[src/rtl/core/drc_pkg.sv]
`timescale 1ns / 1ps

package drc_pkg;

   localparam int ADDR_W     = 32;
   localparam int DEPTH_W    = 8;
   localparam int NUM_BKP    = 16;
   localparam int FUNC_W     = 3;
   localparam int KIND_W     = 3;
   localparam int RSTATE_W   = 4;
   localparam int STATUS_W   = 3;

   localparam logic [DEPTH_W-1:0] MAX_DEPTH   = 8'd255;
   localparam logic [DEPTH_W-1:0] ENTRY_DEPTH = 8'd1;
   localparam logic [ADDR_W-1:0]  MEM_SIZE_RESET = 32'hFFFF_FFFF;

   typedef enum logic [FUNC_W-1:0] {
      FN_INIT   = 3'd0,
      FN_UPDATE = 3'd1,
      FN_RESUME = 3'd2,
      FN_ADD    = 3'd3,
      FN_DELETE = 3'd4,
      FN_QUERY  = 3'd5,
      FN_STOP   = 3'd6
   } func_type;

   typedef enum logic [KIND_W-1:0] {
      UK_OK     = 3'd0,
      UK_CALL   = 3'd1,
      UK_RETURN = 3'd2,
      UK_ERROR  = 3'd3,
      UK_EXIT   = 3'd4
   } upd_kind_type;

   typedef enum logic [KIND_W-1:0] {
      RK_FINISH   = 3'd0,
      RK_CONTINUE = 3'd1,
      RK_STEP     = 3'd2,
      RK_OVER     = 3'd3,
      RK_OUT      = 3'd4
   } res_kind_type;

   typedef enum logic [STATUS_W-1:0] {
      ST_OK       = 3'd0,
      ST_RANGE    = 3'd1,
      ST_DUP      = 3'd2,
      ST_NONE     = 3'd3,
      ST_FINISHED = 3'd4,
      ST_STOPPED  = 3'd5,
      ST_FULL     = 3'd6,
      ST_BAD      = 3'd7
   } status_type;

   // run mode, one-hot
   typedef enum logic [8:0] {
      MD_NOT_STARTED = 9'b0_0000_0001,
      MD_STOPPED     = 9'b0_0000_0010,
      MD_FINISH      = 9'b0_0000_0100,
      MD_CONTINUE    = 9'b0_0000_1000,
      MD_STEP        = 9'b0_0001_0000,
      MD_OVER        = 9'b0_0010_0000,
      MD_OUT         = 9'b0_0100_0000,
      MD_ERROR       = 9'b0_1000_0000,
      MD_EXIT        = 9'b1_0000_0000
   } mode_type;

   localparam logic [RSTATE_W-1:0] RS_NOT_STARTED = 4'd0;
   localparam logic [RSTATE_W-1:0] RS_STOPPED     = 4'd1;
   localparam logic [RSTATE_W-1:0] RS_FINISH      = 4'd2;
   localparam logic [RSTATE_W-1:0] RS_CONTINUE    = 4'd3;
   localparam logic [RSTATE_W-1:0] RS_STEP        = 4'd4;
   localparam logic [RSTATE_W-1:0] RS_OVER        = 4'd5;
   localparam logic [RSTATE_W-1:0] RS_OUT         = 4'd6;
   localparam logic [RSTATE_W-1:0] RS_ERROR       = 4'd7;
   localparam logic [RSTATE_W-1:0] RS_EXIT        = 4'd8;

   typedef struct packed {
      logic [FUNC_W-1:0] func;
      logic [KIND_W-1:0] update_kind;
      logic [ADDR_W-1:0] address;
      logic [KIND_W-1:0] resume_kind;
   } item_type;

   typedef struct packed {
      logic [RSTATE_W-1:0] run_state;
      logic [ADDR_W-1:0]   exec_address;
      logic [DEPTH_W-1:0]  depth_now;
      logic                bkp_present;
      logic [STATUS_W-1:0] status;
   } result_type;

   typedef struct packed {
      logic              add;
      logic              del;
      logic [ADDR_W-1:0] address;
   } bkp_cmd_type;

   typedef struct packed {
      logic hit;
      logic full;
   } bkp_look_type;

   function automatic logic [RSTATE_W-1:0] mode_code(input mode_type mode);
      logic [RSTATE_W-1:0] code;
      unique case (mode)
         MD_NOT_STARTED: code = RS_NOT_STARTED;
         MD_STOPPED:     code = RS_STOPPED;
         MD_FINISH:      code = RS_FINISH;
         MD_CONTINUE:    code = RS_CONTINUE;
         MD_STEP:        code = RS_STEP;
         MD_OVER:        code = RS_OVER;
         MD_OUT:         code = RS_OUT;
         MD_ERROR:       code = RS_ERROR;
         MD_EXIT:        code = RS_EXIT;
         default:        code = RS_NOT_STARTED;
      endcase
      return code;
   endfunction

endpackage

[src/rtl/core/drc_req_if.sv]
`timescale 1ns / 1ps

interface drc_req_if;
   logic                        valid;
   logic                        ready;
   logic [drc_pkg::FUNC_W-1:0]  func;
   logic [drc_pkg::KIND_W-1:0]  update_kind;
   logic [drc_pkg::ADDR_W-1:0]  address;
   logic [drc_pkg::KIND_W-1:0]  resume_kind;

   modport source (output valid, output func, output update_kind, output address,
                   output resume_kind, input ready);
   modport sink   (input valid, input func, input update_kind, input address,
                   input resume_kind, output ready);
endinterface

[src/rtl/core/drc_rsp_if.sv]
`timescale 1ns / 1ps

interface drc_rsp_if;
   logic                          valid;
   logic                          ready;
   logic [drc_pkg::RSTATE_W-1:0]  run_state;
   logic [drc_pkg::ADDR_W-1:0]    exec_address;
   logic [drc_pkg::DEPTH_W-1:0]   depth_now;
   logic                          bkp_present;
   logic [drc_pkg::STATUS_W-1:0]  status;

   modport source (output valid, output run_state, output exec_address,
                   output depth_now, output bkp_present, output status, input ready);
   modport sink   (input valid, input run_state, input exec_address,
                   input depth_now, input bkp_present, input status, output ready);
endinterface

[src/rtl/core/drc_csr_if.sv]
`timescale 1ns / 1ps

interface drc_csr_if;
   logic                        valid;
   logic                        ready;
   logic [drc_pkg::ADDR_W-1:0]  mem_limit;

   modport source (output valid, output mem_limit, input ready);
   modport sink   (input valid, input mem_limit, output ready);
endinterface

[src/rtl/core/drc_bkp_table.sv]
`timescale 1ns / 1ps

module drc_bkp_table (
   input  logic                        clock,
   input  logic                        reset,
   input  logic [drc_pkg::ADDR_W-1:0]  look_address,
   input  drc_pkg::bkp_cmd_type        cmd,
   output drc_pkg::bkp_look_type       look
);

   logic [drc_pkg::NUM_BKP-1:0] valid_ff;
   logic [drc_pkg::NUM_BKP-1:0] valid_in;
   logic [drc_pkg::ADDR_W-1:0]  addr_ff [drc_pkg::NUM_BKP];
   logic [drc_pkg::NUM_BKP-1:0] match;
   logic [drc_pkg::NUM_BKP-1:0] free;
   logic [drc_pkg::NUM_BKP-1:0] add_sel;

   // compare every entry in parallel
   always_comb begin
      for (int i = 0; i < drc_pkg::NUM_BKP; i++) begin
         match[i] = valid_ff[i] && (addr_ff[i] == look_address);
      end
   end

   // lowest free entry as a one-hot mask
   assign free     = ~valid_ff;
   assign add_sel  = free & (~free + {{(drc_pkg::NUM_BKP-1){1'b0}}, 1'b1});
   assign look.hit  = |match;
   assign look.full = ~|free;

   always_comb begin
      valid_in = valid_ff;
      if (cmd.add) begin
         valid_in = valid_ff | add_sel;
      end else if (cmd.del) begin
         valid_in = valid_ff & ~match;
      end
   end

   always_ff @(posedge clock) begin
      if (reset) begin
         valid_ff <= '0;
      end else begin
         valid_ff <= valid_in;
      end
   end

   always_ff @(posedge clock) begin
      for (int i = 0; i < drc_pkg::NUM_BKP; i++) begin
         if (cmd.add && add_sel[i]) begin
            addr_ff[i] <= cmd.address;
         end
      end
   end

`ifndef SYNTHESIS
   a_no_dup_entries: assert property (@(posedge clock) disable iff (reset)
      $onehot0(match))
      else $error("breakpoint address held in more than one entry");

   a_add_fills_one: assert property (@(posedge clock) disable iff (reset)
      cmd.add |=> $countones(valid_ff) == $past($countones(valid_ff)) + 1)
      else $error("breakpoint add did not fill exactly one entry");
`endif

endmodule

[src/rtl/core/drc_ctrl.sv]
`timescale 1ns / 1ps

module drc_ctrl (
   input  logic                        clock,
   input  logic                        reset,
   input  logic                        go,
   input  drc_pkg::item_type           item,
   input  logic [drc_pkg::ADDR_W-1:0]  mem_limit,
   input  drc_pkg::bkp_look_type       look,
   output drc_pkg::bkp_cmd_type        bkp_cmd,
   output drc_pkg::result_type         result
);

   drc_pkg::mode_type              mode_ff, mode_in;
   logic [drc_pkg::ADDR_W-1:0]     addr_ff, addr_in;
   logic [drc_pkg::DEPTH_W-1:0]    depth_ff, depth_in;
   logic [drc_pkg::DEPTH_W-1:0]    saved_ff, saved_in;
   drc_pkg::status_type            status;
   logic                           present;
   logic                           add_req;
   logic                           del_req;
   logic                           running;
   logic                           finished;
   logic                           in_range;
   logic                           stop_now;

   assign running  = (mode_ff == drc_pkg::MD_FINISH) || (mode_ff == drc_pkg::MD_CONTINUE)
                     || (mode_ff == drc_pkg::MD_STEP) || (mode_ff == drc_pkg::MD_OVER)
                     || (mode_ff == drc_pkg::MD_OUT);
   assign finished = (mode_ff == drc_pkg::MD_ERROR) || (mode_ff == drc_pkg::MD_EXIT);
   assign in_range = item.address < mem_limit;

   always_comb begin
      mode_in  = mode_ff;
      addr_in  = addr_ff;
      depth_in = depth_ff;
      saved_in = saved_ff;
      status   = drc_pkg::ST_OK;
      present  = 1'b0;
      add_req  = 1'b0;
      del_req  = 1'b0;
      stop_now = 1'b0;
      unique case (item.func)
         drc_pkg::FN_INIT: begin
            if (mode_ff != drc_pkg::MD_NOT_STARTED) begin
               status = drc_pkg::ST_BAD;
            end else begin
               mode_in  = drc_pkg::MD_FINISH;
               addr_in  = item.address;
               depth_in = drc_pkg::ENTRY_DEPTH;
            end
         end
         drc_pkg::FN_UPDATE: begin
            if (!running) begin
               status = drc_pkg::ST_BAD;
            end else begin
               unique case (item.update_kind)
                  drc_pkg::UK_ERROR: mode_in = drc_pkg::MD_ERROR;
                  drc_pkg::UK_EXIT:  mode_in = drc_pkg::MD_EXIT;
                  drc_pkg::UK_OK, drc_pkg::UK_CALL, drc_pkg::UK_RETURN: begin
                     addr_in = item.address;
                     // saturate the depth, flag but keep the rest of the update
                     if (item.update_kind == drc_pkg::UK_CALL) begin
                        if (depth_ff >= drc_pkg::MAX_DEPTH) begin
                           status = drc_pkg::ST_BAD;
                        end else begin
                           depth_in = depth_ff + 8'd1;
                        end
                     end else if (item.update_kind == drc_pkg::UK_RETURN) begin
                        if (depth_ff == '0) begin
                           status = drc_pkg::ST_BAD;
                        end else begin
                           depth_in = depth_ff - 8'd1;
                        end
                     end
                     stop_now = (mode_ff != drc_pkg::MD_FINISH) && (
                        (mode_ff == drc_pkg::MD_STEP)
                        || ((mode_ff == drc_pkg::MD_OVER) && (saved_ff >= depth_in))
                        || ((mode_ff == drc_pkg::MD_OUT)
                            && (item.update_kind == drc_pkg::UK_RETURN))
                        || look.hit);
                     if (stop_now) begin
                        mode_in = drc_pkg::MD_STOPPED;
                     end
                  end
                  default: status = drc_pkg::ST_BAD;
               endcase
            end
         end
         drc_pkg::FN_RESUME: begin
            if (finished) begin
               status = drc_pkg::ST_FINISHED;
            end else if (mode_ff == drc_pkg::MD_NOT_STARTED) begin
               status = drc_pkg::ST_BAD;
            end else begin
               unique case (item.resume_kind)
                  drc_pkg::RK_FINISH:   mode_in = drc_pkg::MD_FINISH;
                  drc_pkg::RK_CONTINUE: mode_in = drc_pkg::MD_CONTINUE;
                  drc_pkg::RK_STEP:     mode_in = drc_pkg::MD_STEP;
                  drc_pkg::RK_OVER: begin
                     mode_in  = drc_pkg::MD_OVER;
                     saved_in = depth_ff;
                  end
                  drc_pkg::RK_OUT:      mode_in = drc_pkg::MD_OUT;
                  default:              status  = drc_pkg::ST_BAD;
               endcase
            end
         end
         drc_pkg::FN_ADD: begin
            if (!in_range) begin
               status = drc_pkg::ST_RANGE;
            end else if (look.hit) begin
               status = drc_pkg::ST_DUP;
            end else if (look.full) begin
               status = drc_pkg::ST_FULL;
            end else begin
               add_req = 1'b1;
            end
         end
         drc_pkg::FN_DELETE: begin
            if (!in_range) begin
               status = drc_pkg::ST_RANGE;
            end else if (!look.hit) begin
               status = drc_pkg::ST_NONE;
            end else begin
               del_req = 1'b1;
            end
         end
         drc_pkg::FN_QUERY: begin
            if (!in_range) begin
               status = drc_pkg::ST_RANGE;
            end else begin
               present = look.hit;
            end
         end
         drc_pkg::FN_STOP: begin
            if (mode_ff == drc_pkg::MD_NOT_STARTED) begin
               status = drc_pkg::ST_BAD;
            end else if (finished) begin
               status = drc_pkg::ST_FINISHED;
            end else if (mode_ff == drc_pkg::MD_STOPPED) begin
               status = drc_pkg::ST_STOPPED;
            end else begin
               mode_in = drc_pkg::MD_STOPPED;
            end
         end
         default: status = drc_pkg::ST_BAD;
      endcase
   end

   assign bkp_cmd.add     = go && add_req;
   assign bkp_cmd.del     = go && del_req;
   assign bkp_cmd.address = item.address;

   assign result.run_state    = drc_pkg::mode_code(mode_in);
   assign result.exec_address = addr_in;
   assign result.depth_now    = depth_in;
   assign result.bkp_present  = present;
   assign result.status       = status;

   always_ff @(posedge clock) begin
      if (reset) begin
         mode_ff  <= drc_pkg::MD_NOT_STARTED;
         addr_ff  <= '0;
         depth_ff <= '0;
         saved_ff <= '0;
      end else if (go) begin
         mode_ff  <= mode_in;
         addr_ff  <= addr_in;
         depth_ff <= depth_in;
         saved_ff <= saved_in;
      end
   end

`ifndef SYNTHESIS
   a_reject_holds: assert property (@(posedge clock) disable iff (reset)
      go && (status != drc_pkg::ST_OK) && (item.func != drc_pkg::FN_UPDATE)
      |=> $stable(mode_ff) && $stable(addr_ff) && $stable(depth_ff) && $stable(saved_ff))
      else $error("rejected item changed the run state");

   a_depth_bound: assert property (@(posedge clock) disable iff (reset)
      depth_ff <= drc_pkg::MAX_DEPTH)
      else $error("call depth beyond its limit");

   a_step_stops: assert property (@(posedge clock) disable iff (reset)
      go && (mode_ff == drc_pkg::MD_STEP) && (item.func == drc_pkg::FN_UPDATE)
      && (item.update_kind == drc_pkg::UK_OK)
      |=> mode_ff == drc_pkg::MD_STOPPED)
      else $error("single step did not stop after one update");
`endif

endmodule

[src/rtl/core/debug_run_control.sv]
`timescale 1ns / 1ps

// Channel   Direction  Handshake      Payload
// req_chan  in         valid/ready    func, update_kind, address, resume_kind
// rsp_chan  out        valid/ready    run_state, exec_address, depth_now,
//                                     bkp_present, status
// csr_chan  in         valid/ready    mem_limit (always ready)
//
// One item a cycle sustained while rsp_chan.ready stays high; each result is registered
// once its item, held in the input register, can advance, by a single pass through the
// run-control decision and the parallel breakpoint compare.
// Reset (synchronous, active high) returns to not started, clears every breakpoint
// and restores mem_limit to all ones.
// A stalled result holds; one more item still enters, then req_chan.ready drops.

module debug_run_control (
   input  logic              clock,
   input  logic              reset,
   drc_req_if.sink           req_chan,
   drc_rsp_if.source         rsp_chan,
   drc_csr_if.sink           csr_chan
);

   logic                        in_valid_ff, in_valid_in;
   drc_pkg::item_type           in_item_ff;
   logic                        out_valid_ff, out_valid_in;
   drc_pkg::result_type         out_data_ff;
   logic [drc_pkg::ADDR_W-1:0]  mem_size_ff;
   logic                        accept;
   logic                        advance;
   logic                        go;
   drc_pkg::result_type         result;
   drc_pkg::bkp_cmd_type        bkp_cmd;
   drc_pkg::bkp_look_type       bkp_look;

   // advance the input register whenever the result register is free or being taken
   assign advance = !out_valid_ff || rsp_chan.ready;
   assign go      = in_valid_ff && advance;
   assign req_chan.ready = !in_valid_ff || advance;
   assign accept  = req_chan.valid && req_chan.ready;

   always_comb begin
      in_valid_in = in_valid_ff;
      if (accept) begin
         in_valid_in = 1'b1;
      end else if (go) begin
         in_valid_in = 1'b0;
      end
   end

   always_comb begin
      out_valid_in = out_valid_ff;
      if (go) begin
         out_valid_in = 1'b1;
      end else if (rsp_chan.ready) begin
         out_valid_in = 1'b0;
      end
   end

   always_ff @(posedge clock) begin
      if (reset) begin
         in_valid_ff  <= 1'b0;
         out_valid_ff <= 1'b0;
         mem_size_ff  <= drc_pkg::MEM_SIZE_RESET;
      end else begin
         in_valid_ff  <= in_valid_in;
         out_valid_ff <= out_valid_in;
         if (csr_chan.valid) begin
            mem_size_ff <= csr_chan.mem_limit;
         end
      end
   end

   // payload registers: capture on accept, hold otherwise
   always_ff @(posedge clock) begin
      if (accept) begin
         in_item_ff.func        <= req_chan.func;
         in_item_ff.update_kind <= req_chan.update_kind;
         in_item_ff.address     <= req_chan.address;
         in_item_ff.resume_kind <= req_chan.resume_kind;
      end
      if (go) begin
         out_data_ff <= result;
      end
   end

   assign csr_chan.ready = 1'b1;

   drc_bkp_table u_bkp (
      .clock        (clock),
      .reset        (reset),
      .look_address (in_item_ff.address),
      .cmd          (bkp_cmd),
      .look         (bkp_look)
   );

   drc_ctrl u_ctrl (
      .clock       (clock),
      .reset       (reset),
      .go          (go),
      .item        (in_item_ff),
      .mem_limit   (mem_size_ff),
      .look        (bkp_look),
      .bkp_cmd     (bkp_cmd),
      .result      (result)
   );

   assign rsp_chan.valid        = out_valid_ff;
   assign rsp_chan.run_state    = out_data_ff.run_state;
   assign rsp_chan.exec_address = out_data_ff.exec_address;
   assign rsp_chan.depth_now    = out_data_ff.depth_now;
   assign rsp_chan.bkp_present  = out_data_ff.bkp_present;
   assign rsp_chan.status       = out_data_ff.status;

`ifndef SYNTHESIS
   a_no_result_lost: assert property (@(posedge clock) disable iff (reset)
      out_valid_ff && !rsp_chan.ready |-> !go)
      else $error("result register overwritten while stalled");

   a_item_held: assert property (@(posedge clock) disable iff (reset)
      in_valid_ff && !go |=> in_valid_ff && $stable(in_item_ff))
      else $error("pending item lost before it was processed");

   a_go_gives_result: assert property (@(posedge clock) disable iff (reset)
      go |=> out_valid_ff)
      else $error("processed item produced no result");
`endif

endmodule
[src/flat_wrapper.sv]
// flat-port wrapper written by rule: the top's interface ports become plain ports
module debug_run_control_flat 
  (clock, reset, req_chan_valid, req_chan_func, req_chan_update_kind, req_chan_address, req_chan_resume_kind, req_chan_ready, rsp_chan_valid, rsp_chan_run_state, rsp_chan_exec_address, rsp_chan_depth_now, rsp_chan_bkp_present, rsp_chan_status, rsp_chan_ready, csr_chan_valid, csr_chan_mem_limit, csr_chan_ready);
  drc_req_if req_chan_i ();
  drc_rsp_if rsp_chan_i ();
  drc_csr_if csr_chan_i ();
  input  logic clock;
  input  logic reset;
  input wire logic [$bits(req_chan_i.valid)-1:0] req_chan_valid;
  input wire logic [$bits(req_chan_i.func)-1:0] req_chan_func;
  input wire logic [$bits(req_chan_i.update_kind)-1:0] req_chan_update_kind;
  input wire logic [$bits(req_chan_i.address)-1:0] req_chan_address;
  input wire logic [$bits(req_chan_i.resume_kind)-1:0] req_chan_resume_kind;
  output wire logic [$bits(req_chan_i.ready)-1:0] req_chan_ready;
  output wire logic [$bits(rsp_chan_i.valid)-1:0] rsp_chan_valid;
  output wire logic [$bits(rsp_chan_i.run_state)-1:0] rsp_chan_run_state;
  output wire logic [$bits(rsp_chan_i.exec_address)-1:0] rsp_chan_exec_address;
  output wire logic [$bits(rsp_chan_i.depth_now)-1:0] rsp_chan_depth_now;
  output wire logic [$bits(rsp_chan_i.bkp_present)-1:0] rsp_chan_bkp_present;
  output wire logic [$bits(rsp_chan_i.status)-1:0] rsp_chan_status;
  input wire logic [$bits(rsp_chan_i.ready)-1:0] rsp_chan_ready;
  input wire logic [$bits(csr_chan_i.valid)-1:0] csr_chan_valid;
  input wire logic [$bits(csr_chan_i.mem_limit)-1:0] csr_chan_mem_limit;
  output wire logic [$bits(csr_chan_i.ready)-1:0] csr_chan_ready;
  assign req_chan_i.valid = req_chan_valid;
  assign req_chan_i.func = req_chan_func;
  assign req_chan_i.update_kind = req_chan_update_kind;
  assign req_chan_i.address = req_chan_address;
  assign req_chan_i.resume_kind = req_chan_resume_kind;
  assign req_chan_ready = req_chan_i.ready;
  assign rsp_chan_valid = rsp_chan_i.valid;
  assign rsp_chan_run_state = rsp_chan_i.run_state;
  assign rsp_chan_exec_address = rsp_chan_i.exec_address;
  assign rsp_chan_depth_now = rsp_chan_i.depth_now;
  assign rsp_chan_bkp_present = rsp_chan_i.bkp_present;
  assign rsp_chan_status = rsp_chan_i.status;
  assign rsp_chan_i.ready = rsp_chan_ready;
  assign csr_chan_i.valid = csr_chan_valid;
  assign csr_chan_i.mem_limit = csr_chan_mem_limit;
  assign csr_chan_ready = csr_chan_i.ready;
  debug_run_control u_core (.clock(clock), .reset(reset), .req_chan(req_chan_i), .rsp_chan(rsp_chan_i), .csr_chan(csr_chan_i));
endmodule
[config.mk]
export PLATFORM = sky130hd
export DESIGN_NAME = debug_run_control_flat
export DESIGN_NICKNAME = d
export VERILOG_FILES = /design/src/rtl/core/drc_pkg.sv /design/src/rtl/core/drc_req_if.sv /design/src/rtl/core/drc_rsp_if.sv /design/src/rtl/core/drc_csr_if.sv /design/src/rtl/core/drc_bkp_table.sv /design/src/rtl/core/drc_ctrl.sv /design/src/rtl/core/debug_run_control.sv /design/src/flat_wrapper.sv
export SDC_FILE = /design/constraint.sdc
export NUM_CORES = 1
export LEC_CHECK = 0
export BUFFER_PORTS_ARGS = -buffer_cell sky130_fd_sc_hd__buf_4
export CAP_MARGIN = 20
export CORE_MARGIN = 2
export CORE_UTILIZATION = 45
export CTS_CLUSTER_SIZE = 28
export DETAILED_ROUTE_END_ITERATION = 10
export HOLD_SLACK_MARGIN = 0.12
export PLACE_DENSITY_LB_ADDON = 0.15
export SYNTH_ARGS = -nofsm -noshare
export SYNTH_HDL_FRONTEND = slang
export SYNTH_SLANG_ARGS = --single-unit
[constraint.sdc]
create_clock -name clock -period 9.6 [get_ports clock]
set_input_delay 0.96 -clock clock [delete_from_list [all_inputs] [get_ports clock]]
set_output_delay 0.96 -clock clock [all_outputs]
set_load 0.01 [all_outputs]
==> results of run 1 <==
cells in the mapped netlist (7+ instances only):
| library cell | number |
|---|---|
| nand4_1 | 106 |
| ha_1 | 42 |
| a21o_1 | 22 |
| xor2_1 | 193 |
| and2_1 | 7 |
| nor2b_1 | 9 |
| mux2i_1 | 11 |
| inv_1 | 55 |
| buf_1 | 7 |
| clkbuf_1 | 33 |
| a21oi_1 | 30 |
| nor2_1 | 92 |
| or3_1 | 9 |
| buf_4 | 34 |
| a221oi_1 | 7 |
| mux2_4 | 30 |
| o21ai_0 | 23 |
| and3_1 | 11 |
| nand3_1 | 34 |
| nand2_1 | 81 |
| nor4_1 | 74 |
| buf_2 | 37 |
| o211ai_1 | 33 |
| xnor2_1 | 326 |
| nand2b_1 | 13 |
| nor2_2 | 32 |
| a211oi_1 | 11 |
| dfxtp_1 | 107 |
| edfxtp_1 | 601 |
| nor3_1 | 52 |
| a31oi_1 | 11 |
layer usage:
metal | part of all wire [%] | wire (µm) | vias up
met2 | 47 | 35200 | 467
met3 | 4.5 | 3420 | 109
li1 | - | - | 8387
met1 | 46 | 35000 | 9128
met4 | 2.3 | 1760 | 0
met5 | 0 | 0 | -
kinds of logic (layout without fill, tap and decap cells):
logic type / after synthesis / after routing / share of synthesized area, %
other cells: 1 / 1 / 0.0121
compound gates: 184 / 184 / 4.22
mux: 44 / 44 / 1.92
xor+xnor: 519 / 519 / 14.7
fa+ha+maj: 42 / 42 / 1.70
flops: 708 / 708 / 65.1
buf+inv: 171 / 375 / 2.73
simple gates: 551 / 551 / 9.64
worst reg2reg max path, cell delays in order (launching register included):
cell,delay (ps)
edfxtp_1,900
buf_4,480
xor2_1,210
nor4_1,70
nand2_1,100
nor4_1,80
a2111o_1,450
nor4_2,280
buf_4,270
nand3_1,130
nor2_2,650
nand2_1,350
nor4b_2,300
buf_4,410
final cells by class:
type / count / area share, %
Tap cell: 882 / 3.13
Clock inverter: 39 / 0.665
Inverter: 56 / 0.601
Sequential cell: 708 / 57.3
Clock buffer: 95 / 5.81
Multi-Input combinational cell: 1341 / 28.5
Timing Repair Buffer: 185 / 3.94
worst paths after layout:
path	endpoint	slack, ps	cells past startpoint
worst min register to register	u_core.mem_size_ff[9]	480	2
worst min-delay path	u_core.mem_size_ff[9]	480	2
worst max register to register	u_core.u_bkp.addr_ff[13][16]	4550	13
worst max-delay path	u_core.u_bkp.addr_ff[13][16]	4550	13
report_power, final:
group,total [mW],leakage [nW],internal (mW),switching (mW)
clock network,2.72,1.12,1.56,1.16
logic,0.514,4.59,0.191,0.323
registers,3.41,6.34,3.39,0.0288
total,6.65,12.0,5.13,1.51
flip-flops by register name, summed over array words and instances (netlist names):
register,count
u_core.mem_size_ff,32
u_core.in_valid_ff,1
u_core.u_ctrl.addr_ff,32
u_core.rsp_chan.bkp_present,1
u_core.u_bkp.addr_ff,512
u_core.u_ctrl.mode_ff,9
u_core.rsp_chan.run_state,4
u_core.rsp_chan.valid,1
u_core.rsp_chan.exec_address,32
u_core.u_ctrl.saved_ff,8
u_core.in_item_ff,41
u_core.u_ctrl.depth_ff,8
u_core.rsp_chan.status,3
u_core.u_bkp.valid_ff,16
u_core.rsp_chan.depth_now,8
metrics by stage:
step	power [mW]	hold WS, ps
6_report	6.65	482
5_1_grt	6.88	493
4_1_cts	6.72	487
3_5_place_dp	4.00	479
3_3_place_gp	3.99	474
2_1_floorplan	3.81	443
layout by cell type (no fill, tap or decap), drive strengths merged, types with 12 or more instances in the layout:
cell type,n
mux2,33
ha,42
dfxtp,107
nand4,106
a21o,22
edfxtp,601
inv,55
nor3,53
nor2,125
o21ai,29
a31oi,12
a21oi,32
o211ai,33
nor4,76
nand2b,13
nand3,35
xnor2,326
nand2,81
xor2,193
clkinv,36
clkbuf,95
buf,185
==> results by group, run 1 <==
Logic synthesis
  – Mean post-synth cell area: 14.0 µm²
  – Post-Syn Instances: 2220
  – Largest cells by area after synthesis: edfxtp_1, xnor2_1, dfxtp_1, xor2_1, nand4_1
  – Synth Cell Area: 0.0310 mm²
  – Post-synthesis net count: 2340
  – Largest area contributor in the netlist: edfxtp_1
  – Sequential element share of the synthesized area: 65.1%
  – Async SR Flop Fraction: 0%
  – Yosys warns: 0
  – Share of Yosys cell area claimed by the top area cell type: 58.2%
  – Unique cell type count in the Yosys netlist: 75
  – #FFs+latches synth: 708
  – Top_reg_cell synth: edfxtp_1
  – Number of synthesized flops with an enable pin: 601

Min path
  – Hold Crit Class: reg2reg
  – Hold Path Origin: u_core.mem_size_ff[9]

STA
  – FMAX: 198 MHz
  – Unrepaired setup endpoints after global routing: false
  – Setup Skew: 27.2 ps
  – Final period util: 52.6%
  – Hold Fails Final Rpt: 0
  – Final setup vio count: 0
  – Final setup TNS: 0 ps
  – Final slew viol count: 0
  – Slew margin rel.: 33.8%
  – Setup ws final: 4550 ps
  – Worst-Margin Slew: 993 ps
  – Final min period: 5050 ps

Run
  – Max Cap Viol: 0

Clock network
  – TritonCTS Sinks: 708
  – Post-CTS Setup Repair Bufs: 0
  – H-tree lvl count: 3
  – Root Driver: clkbuf_16
  – Num CTS Buffers: 75
  – Clk buf depth: 3
  – TritonCTS clock tree: done
  – Worst-Skew Late Latency: 610 ps
  – CTS Hold Bufs: 0
  – Post-CTS sizing: 0
  – Worst-path clk slew: 60 ps

Routing
  – Total number of vias: 18.1k
  – Post-DRT Antenna Nets: 0
  – Vias per cell: 5.47
  – Routed wire length: 75.4 mm
  – Wire per inst: 22.8 µm
  – 1st-iter DRT viols: 1730
  – DRC viols: 0
  – 1st-pass router iterations: 5

Setup path
  – CP Capture Type: flop
  – CP Buf/Inv Count: 3
  – CP Class: reg2reg
  – Crit path max fanout: 32
  – CP arrival: 5310 ps
  – CP Cell Sequence: buf_4 > xor2_1 > nor4_1 > nand2_1 > nor4_1 > a2111o_1 > nor4_2 > buf_4 > nand3_1 > nor2_2 > nand2_1 > nor4b_2 > buf_4
  – Critical path's slowest cell: edfxtp_1
  – CP delay by family, top: simple AND/OR/NAND/NOR gates
  – Slowest Stage Delay on Critical Path: 900 ps
  – Worst setup SP type: flop
  – Most used cell, CP: buf_4
  – Worst setup path start: u_core.in_item_ff[24]
  – Reg-to-Reg Start: u_core.in_item_ff[24]
  – CP Data Required Time: 9850 ps

Cells and area
  – Layout cells sized above 1: 15.9%
  – Antenna cells: 0
  – Fillers: 5706
  – Nets: 2487
  – Core Util, Final: 51.5%
  – Syn-to-layout area delta: 13.6%
  – Multi-input logic area: 0.0100 mm²
  – Design area: 0.0352 mm²
  – FF+latch area: 0.0202 mm²
  – Post-route insts no fill: 3306

Power
  – Worst IR Drop VDD: 0.000118 V
  – Leak: 12.0 nW
  – PD cells: 189 mW/mm²

Outcome
  – Status: finished clean

Floorplanning
  – Initial Util: 45.4%
  – DIE HEIGHT: 266 µm
  – Die area: 0.0710 mm²
  – # rows: 96
  – Number of I/O pins: 129
  – Die Width: 266 µm
  – Core ar.: 0.0683 mm²

Placement
  – Placed Cells: 3172
  – RePlAce Congestion: 0.864
  – Post-Place Setup Slack: 4580 ps
  – Placed Area: 0.0329 mm²
  – # port buffers: 127
  – DP HPWL: 42.7 mm

Global route
  – Largest net degree at the start of global routing: 74
  – Vias in the first global route: 17.9k
  – Initial antenna violation count: 0
  – Busiest grt layer: met2
  – First-pass GRT wire length: 113 mm
  – Congestion Overflow GR: 0
  – Met2 Usage GRT: 33.9%
  – M1 GR Usage: 30.6%
  – GR Util All Layers: 21.3%
  – Met3 Use GR: 3.04%
Power figures use the tool's default switching activity.
==> inputs of run 2 (changes only) <==
==> constraint.sdc (replaced) <==
create_clock -name clock -period 5.1 [get_ports clock]
set_input_delay 0.51 -clock clock [delete_from_list [all_inputs] [get_ports clock]]
set_output_delay 0.51 -clock clock [all_outputs]
set_load 0.01 [all_outputs]
==> results by group, run 2 (same netlist as run 1, synthesis figures left out) <==
Setup path
  – Crit path max fanout: 5 (-84%)
  – Worst setup path start: u_core.in_item_ff[36]
  – Reg-to-Reg Start: u_core.in_item_ff[36]
  – CP Cell Sequence: inv_1 > nor3_1 > nand2_1 > or3_1 > or4_1 > a21oi_1 > o21ai_1 > ha_1 > a21o_1 > a21oi_1 > or4_1 > a31o_2 > nand3_1 > a31oi_1 > nor4_2 > nand3_1 > o22ai_1
  – Slowest Stage Delay on Critical Path: 440 ps (-460 ps)
  – CP arrival: 5150 ps (-160 ps)
  – CP Capture Type: flop
  – CP Data Required Time: 5540 ps (-4310 ps)
  – Worst setup SP type: flop
  – Critical path's slowest cell: or4_1
  – CP Class: reg2reg

Floorplanning
  – # rows: 96 (unchanged)
  – Number of I/O pins: 129 (unchanged)
  – Die Width: 266 µm (unchanged)
  – Core ar.: 0.0683 mm² (unchanged)
  – DIE HEIGHT: 266 µm (unchanged)
  – Initial Util: 45.4% (unchanged)
  – Die area: 0.0710 mm² (unchanged)

STA
  – Worst-Margin Slew: 992 ps (-1.86 ps)
  – Hold Fails Final Rpt: 0 (unchanged)
  – Unrepaired setup endpoints after global routing: false
  – Final min period: 4710 ps (-346 ps)
  – Setup Skew: 24.4 ps (-2.83 ps)
  – Final slew viol count: 0 (unchanged)
  – Setup ws final: 394 ps (-4150 ps)
  – WHS: 143 ps (-338 ps)
  – Final setup TNS: 0 ps (unchanged)
  – Slew margin rel.: 33.3% (-0.49 points)
  – Final setup vio count: 0 (unchanged)
  – Final period util: 92.3% (+40 points)
  – FMAX: 212 MHz (+7.3%)

Power
  – Worst IR Drop VDD: 0.000238 V (+100%)
  – Logic gate share of total power: 7.8% (about the same)
  – Leak: 12.7 nW (+5.3%)
  – Sequential share of power: 49.9% (-1.5 points)
  – Cell-internal power: 10.0 mW (+95%)
  – Sw Ratio: 22.7% (-0.089 points)
  – Sw power: 2.93 mW (+94%)
  – PD cells: 353 mW/mm² (+87%)
  – Clock group share of total power: 42.3% (+1.4 points)

Routing
  – Vias per cell: 5.41 (-1.1%)
  – DRC viols: 0 (unchanged)
  – Post-DRT Antenna Nets: 0 (unchanged)
  – 1st-pass router iterations: 5 (unchanged)
  – 1st-iter DRT viols: 1558 (-9.9%)
  – Wire per inst: 22.8 µm (about the same)
  – Total number of vias: 18.5k (+2.2%)
  – Routed wire length: 78.0 mm (+3.4%)

Cells and area
  – Max reg flops: 512 (unchanged)
  – Top Registers: u_core.u_bkp.addr_ff x512, u_core.in_item_ff x41
  – Largest Register: u_core.u_bkp.addr_ff
  – Commonest non-fill, non-tap cells in the layout: edfxtp_1, xnor2_1, buf_4
  – Syn-to-layout area delta: 18.3%
  – Fillers: 5596 (-1.9%)
  – Antenna cells: 0 (unchanged)
  – Multi-input logic area: 0.0101 mm² (+0.42%)
  – Nets: 2593 (+4.3%)
  – Commonest non-fill, non-tap cell in the layout: edfxtp_1
  – Core Util, Final: 53.7% (+2.1 points)
  – Layout cells sized above 1: 16.9% (+0.93 points)
  – FF+latch area: 0.0202 mm² (unchanged)

Clock network
  – Num CTS Buffers: 77 (+2.7%)
  – H-tree lvl count: 3 (unchanged)
  – Worst-Skew Late Latency: 620 ps (about the same)
  – Post-CTS Setup Repair Bufs: 0 (unchanged)
  – Root Driver: clkbuf_16
  – Worst-path clk slew: 60 ps (about the same)
  – Clk buf depth: 3 (unchanged)
  – TritonCTS clock tree: done
  – TritonCTS Sinks: 708 (unchanged)

Placement
  – DP HPWL: 48.7 mm (+14%)
  – Post-Place Setup Slack: 376 ps (-4200 ps)
  – # port buffers: 127 (unchanged)
  – RePlAce Congestion: 0.844 (-2.4%)

Min path
  – Hold Crit Class: in2reg
  – Hold Path Origin: csr_chan_mem_limit[24]

Global route
  – Largest net degree at the start of global routing: 72 (-2.7%)
  – Congestion Overflow GR: 0 (unchanged)
  – M1 GR Usage: 31.2% (+0.63 points)
  – GR Util All Layers: 22.0% (+0.71 points)
  – Met3 Use GR: 2.90% (-0.14 points)
  – Busiest grt layer: met2
  – First-pass GRT wire length: 116 mm (+3.4%)
  – Initial antenna violation count: 3 (+3)
  – Vias in the first global route: 18.4k (+2.8%)
  – Met2 Usage GRT: 35.4% (+1.5 points)

Run
  – Max Cap Viol: 0 (unchanged)

Outcome
  – Status: finished clean
run 2: power groups by stage:
stage	Clock [mW]	Sequential [mW]	Combinational, mW
floorplan	0	6.57	0.604
global placement	0	6.58	0.968
detailed placement	0	6.59	0.977
CTS	5.60	6.47	1.03
global route	5.84	6.47	1.11
finish	5.48	6.46	1.02
run 2: critical path: cells and delay by family, from the launching register on:
family	cells	cell delay [ps]
adder cells (fa/ha/maj)	1	300
flip-flops	1	420
AND/OR/NAND/NOR	8	2510
AO/OA/AOI/OAI	7	1170
buffers and inverters	1	110
run 2: per-stage QoR:
step / total power, mW / std cells / area (µm²)
floorplan: 7.18 / 2220 / 31000
CTS: 13.1 / 3416 / 36700
detailed placement: 7.56 / 3205 / 33500
global placement: 7.55 / 3205 / 33500
finish: 13.0 / 3416 / 36700
global route: 13.4 / 3416 / 36700
run 2: final timing paths:
kind / end / slack (ps) / cells past startpoint
max: u_core.rsp_chan.run_state[0] / 390 / 17
min: u_core.mem_size_ff[24] / 140 / 3
max reg2reg: u_core.rsp_chan.run_state[0] / 390 / 17
min reg2reg: u_core.mem_size_ff[8] / 490 / 2
run 2: what timing repair did:
action                                 in CTS  in global routing
gates resized for setup                     0                  1
setup endpoints to repair                   0                  1
endpoints found under the hold margin      71                  0
hold buffers                               71                  0
run 2: final cells by class:
cell class / count / share of cell area [%]
clock buffer: 102 / 5.76
clock inverter: 38 / 0.972
inverter: 56 / 0.577
multi-input combinational: 1341 / 27.5
sequential: 708 / 55.1
tap: 882 / 3.01
timing repair buffer: 289 / 7.15
run 2: metal layers:
layer  share of wire [%]  vias to the layer above  routed length, µm
met4                 2.3                        0               1780
met5                   0                        -                  0
met1                  46                     9298              36000
met2                  47                      461              36700
met3                 4.5                      105               3490
li1                    -                     8617                  -
==> inputs of run 3 (changes only) <==
--- a/config.mk
+++ b/config.mk
@@ -8,7 +8,7 @@
 export BUFFER_PORTS_ARGS = -buffer_cell sky130_fd_sc_hd__buf_4
 export CAP_MARGIN = 20
 export CORE_MARGIN = 2
-export CORE_UTILIZATION = 45
+export CORE_UTILIZATION = 54
 export CTS_CLUSTER_SIZE = 28
 export DETAILED_ROUTE_END_ITERATION = 10
 export HOLD_SLACK_MARGIN = 0.12
==> results by group, run 3 (same netlist as run 1, synthesis figures left out) <==
Floorplanning
  – Initial Util: 54.8% (+9.4 points)
  – # rows: 87 (-9.4%)
  – DIE HEIGHT: 244 µm (-8.6%)
  – Core ar.: 0.0566 mm² (-17%)
  – Die Width: 244 µm (-8.6%)
  – Number of I/O pins: 129 (unchanged)
  – Die area: 0.0593 mm² (-16%)

Placement
  – Placed Cells: 3084 (-3.8%)
  – DP HPWL: 46.4 mm (-4.7%)
  – # port buffers: 127 (unchanged)
  – RePlAce Congestion: 0.900 (+6.7%)
  – Placed Area: 0.0333 mm² (-0.58%)

Run
  – Max Cap Viol: 0 (unchanged)

Routing
  – Total number of vias: 18.8k (+1.7%)
  – DRC viols: 0 (unchanged)
  – Routed wire length: 76.3 mm (-2.1%)
  – Vias per cell: 5.72 (+5.8%)
  – Wire per inst: 23.3 µm (+1.9%)
  – 1st-pass router iterations: 5 (unchanged)
  – 1st-iter DRT viols: 1667 (+7.0%)
  – Post-DRT Antenna Nets: 0 (unchanged)

STA
  – Slew margin rel.: 26.2% (-7.1 points)
  – Final min period: 4690 ps (-14.6 ps)
  – Unrepaired setup endpoints after global routing: false
  – Final setup TNS: 0 ps (unchanged)
  – Worst-Margin Slew: 1110 ps (+115 ps)
  – Final slew viol count: 0 (unchanged)
  – FMAX: 213 MHz (+0.31%)
  – WHS: 147 ps (+3.97 ps)
  – Setup Skew: 22.4 ps (-2.02 ps)
  – Hold Fails Final Rpt: 0 (unchanged)
  – Final period util: 92.0% (-0.29 points)
  – Final setup vio count: 0 (unchanged)

Cells and area
  – Antenna cells: 0 (unchanged)
  – Post-route insts no fill: 3282 (-3.9%)
  – Layout cells sized above 1: 17.0% (+0.13 points)
  – Nets: 2589 (-0.15%)
  – Design area: 0.0363 mm² (-0.97%)
  – Largest Register: u_core.u_bkp.addr_ff
  – Commonest non-fill, non-tap cell in the layout: edfxtp_1
  – Max reg flops: 512 (unchanged)
  – Syn-to-layout area delta: 17.1%
  – Commonest non-fill, non-tap cells in the layout: edfxtp_1, xnor2_1, buf_4
  – Fillers: 4197 (-25%)
  – Top Registers: u_core.u_bkp.addr_ff x512, u_core.in_item_ff x41

Setup path
  – Reg-to-Reg Start: u_core.in_item_ff[37]
  – Critical path destination: u_core.rsp_chan.run_state[0]
  – R2r endpoint: u_core.rsp_chan.run_state[0]
  – Crit path max fanout: 10 (+5)
  – CP Class: reg2reg
  – CP Data Required Time: 5550 ps (about the same)
  – Worst setup SP type: flop
  – Worst reg-to-reg path cell count: 18 (+1)
  – CP Capture Type: flop
  – Reg-to-reg slack, setup: 410 ps (about the same)
  – CP arrival: 5140 ps (about the same)
  – Worst setup path start: u_core.in_item_ff[37]

Outcome
  – Status: finished clean

Clock network
  – TritonCTS clock tree: done
  – Clk buf depth: 3 (unchanged)
  – Worst-Skew Late Latency: 620 ps (about the same)
  – Root Driver: clkbuf_16
  – Worst-path clk slew: 60 ps (about the same)
  – CTS Hold Bufs: 64 (-9.9%)
  – TritonCTS Sinks: 708 (unchanged)
  – H-tree lvl count: 3 (unchanged)
  – Post-CTS sizing: 0 (unchanged)
  – Num CTS Buffers: 75 (-2.6%)
  – Post-CTS Setup Repair Bufs: 0 (unchanged)

Power
  – Final Power: 12.7 mW (-1.6%)
  – Leak: 12.6 nW (-0.50%)
  – PD cells: 351 mW/mm² (-0.65%)
  – Worst IR Drop VDD: 0.000249 V (+4.3%)

Min path
  – Hold Crit Class: in2reg

Global route
  – Congestion Overflow GR: 0 (unchanged)
  – Largest net degree at the start of global routing: 72 (unchanged)
  – First-pass GRT wire length: 115 mm (-1.2%)
  – Initial antenna violation count: 0 (-3)
  – Vias in the first global route: 18.6k (+1.4%)
  – GR Util All Layers: 26.0% (+4.0 points)
run 3: changes by cell type in the layout (fill, tap and decap cells not counted):
cell	change
clkinv_2	-2
clkinv_1	-8
nor2_1	+1
clkbuf_1	+4
dlygate4sd3_1	-7
clkbuf_8	+3
clkinv_8	+1
buf_4	+11
bufinv_16	-4
clkinv_4	+1
inv_6	-1
buf_12	-6
nor2_2	-1
run 3: worst min-delay path by stage:
stage          slack, ps  cells after the start                   start                endpoint
5_1_grt              140                      3   csr_chan_mem_limit[7]   u_core.mem_size_ff[7]
6_report             150                      3   csr_chan_mem_limit[9]   u_core.mem_size_ff[9]
4_1_cts              120                      3          req_chan_valid      u_core.in_valid_ff
2_1_floorplan        440                      2   u_core.mem_size_ff[0]   u_core.mem_size_ff[0]
3_3_place_gp         470                      2  u_core.mem_size_ff[13]  u_core.mem_size_ff[13]
3_5_place_dp         480                      2   u_core.mem_size_ff[2]   u_core.mem_size_ff[2]
run 3: power breakdown:
| part | total (mW) | internal (mW) | switching [mW] |
|---|---|---|---|
| registers | 6.47 | 6.37 | 0.0980 |
| clock network | 5.26 | 3.06 | 2.20 |
| logic | 1.01 | 0.429 | 0.584 |
| total | 12.7 | 9.86 | 2.89 |
run 3: layer usage:
| layer | wire length (µm) | global-route usage (%) | part of all wire (%) | up-vias |
|---|---|---|---|---|
| li1 | - | - | - | 8604 |
| met1 | 33800 | 37.3 | 44 | 9418 |
| met2 | 35800 | 41.5 | 47 | 657 |
| met3 | 5000 | 3.80 | 6.6 | 110 |
| met4 | 1690 | 7.66 | 2.2 | 0 |
| met5 | 0 | 0 | 0 | - |
run 3: final cells by class:
class	count	area, µm²	area share [%]
tap	756	946	2.60
timing repair buffer	287	2510	6.93
sequential	708	20200	55.6
clock buffer	109	2170	5.97
multi-input combinational	1341	10100	27.7
clock inverter	25	213	0.586
inverter	56	211	0.582
run 3: critical path, stage by stage, from the launching register on:
cell	delay, ps
edfxtp_1	510
or3_1	430
nor2_1	340
nand2_1	90
nor3_1	380
nand3_1	130
o21ai_0	100
a211oi_1	120
ha_1	330
a21o_1	110
a21o_1	110
a21oi_1	70
or4_1	400
a31o_2	260
nand3_1	190
a31oi_1	280
nor4_2	380
nand3_1	150
o22ai_1	170
run 3: stage by stage:
stage / util [%] / setup WS, ps
after floorplan: - / 150
after global placement: 58.8 / 476
after detailed placement: 58.8 / 526
after CTS: 64.2 / 492
after global routing: 64.2 / 86.8
final: 64.2 / 408
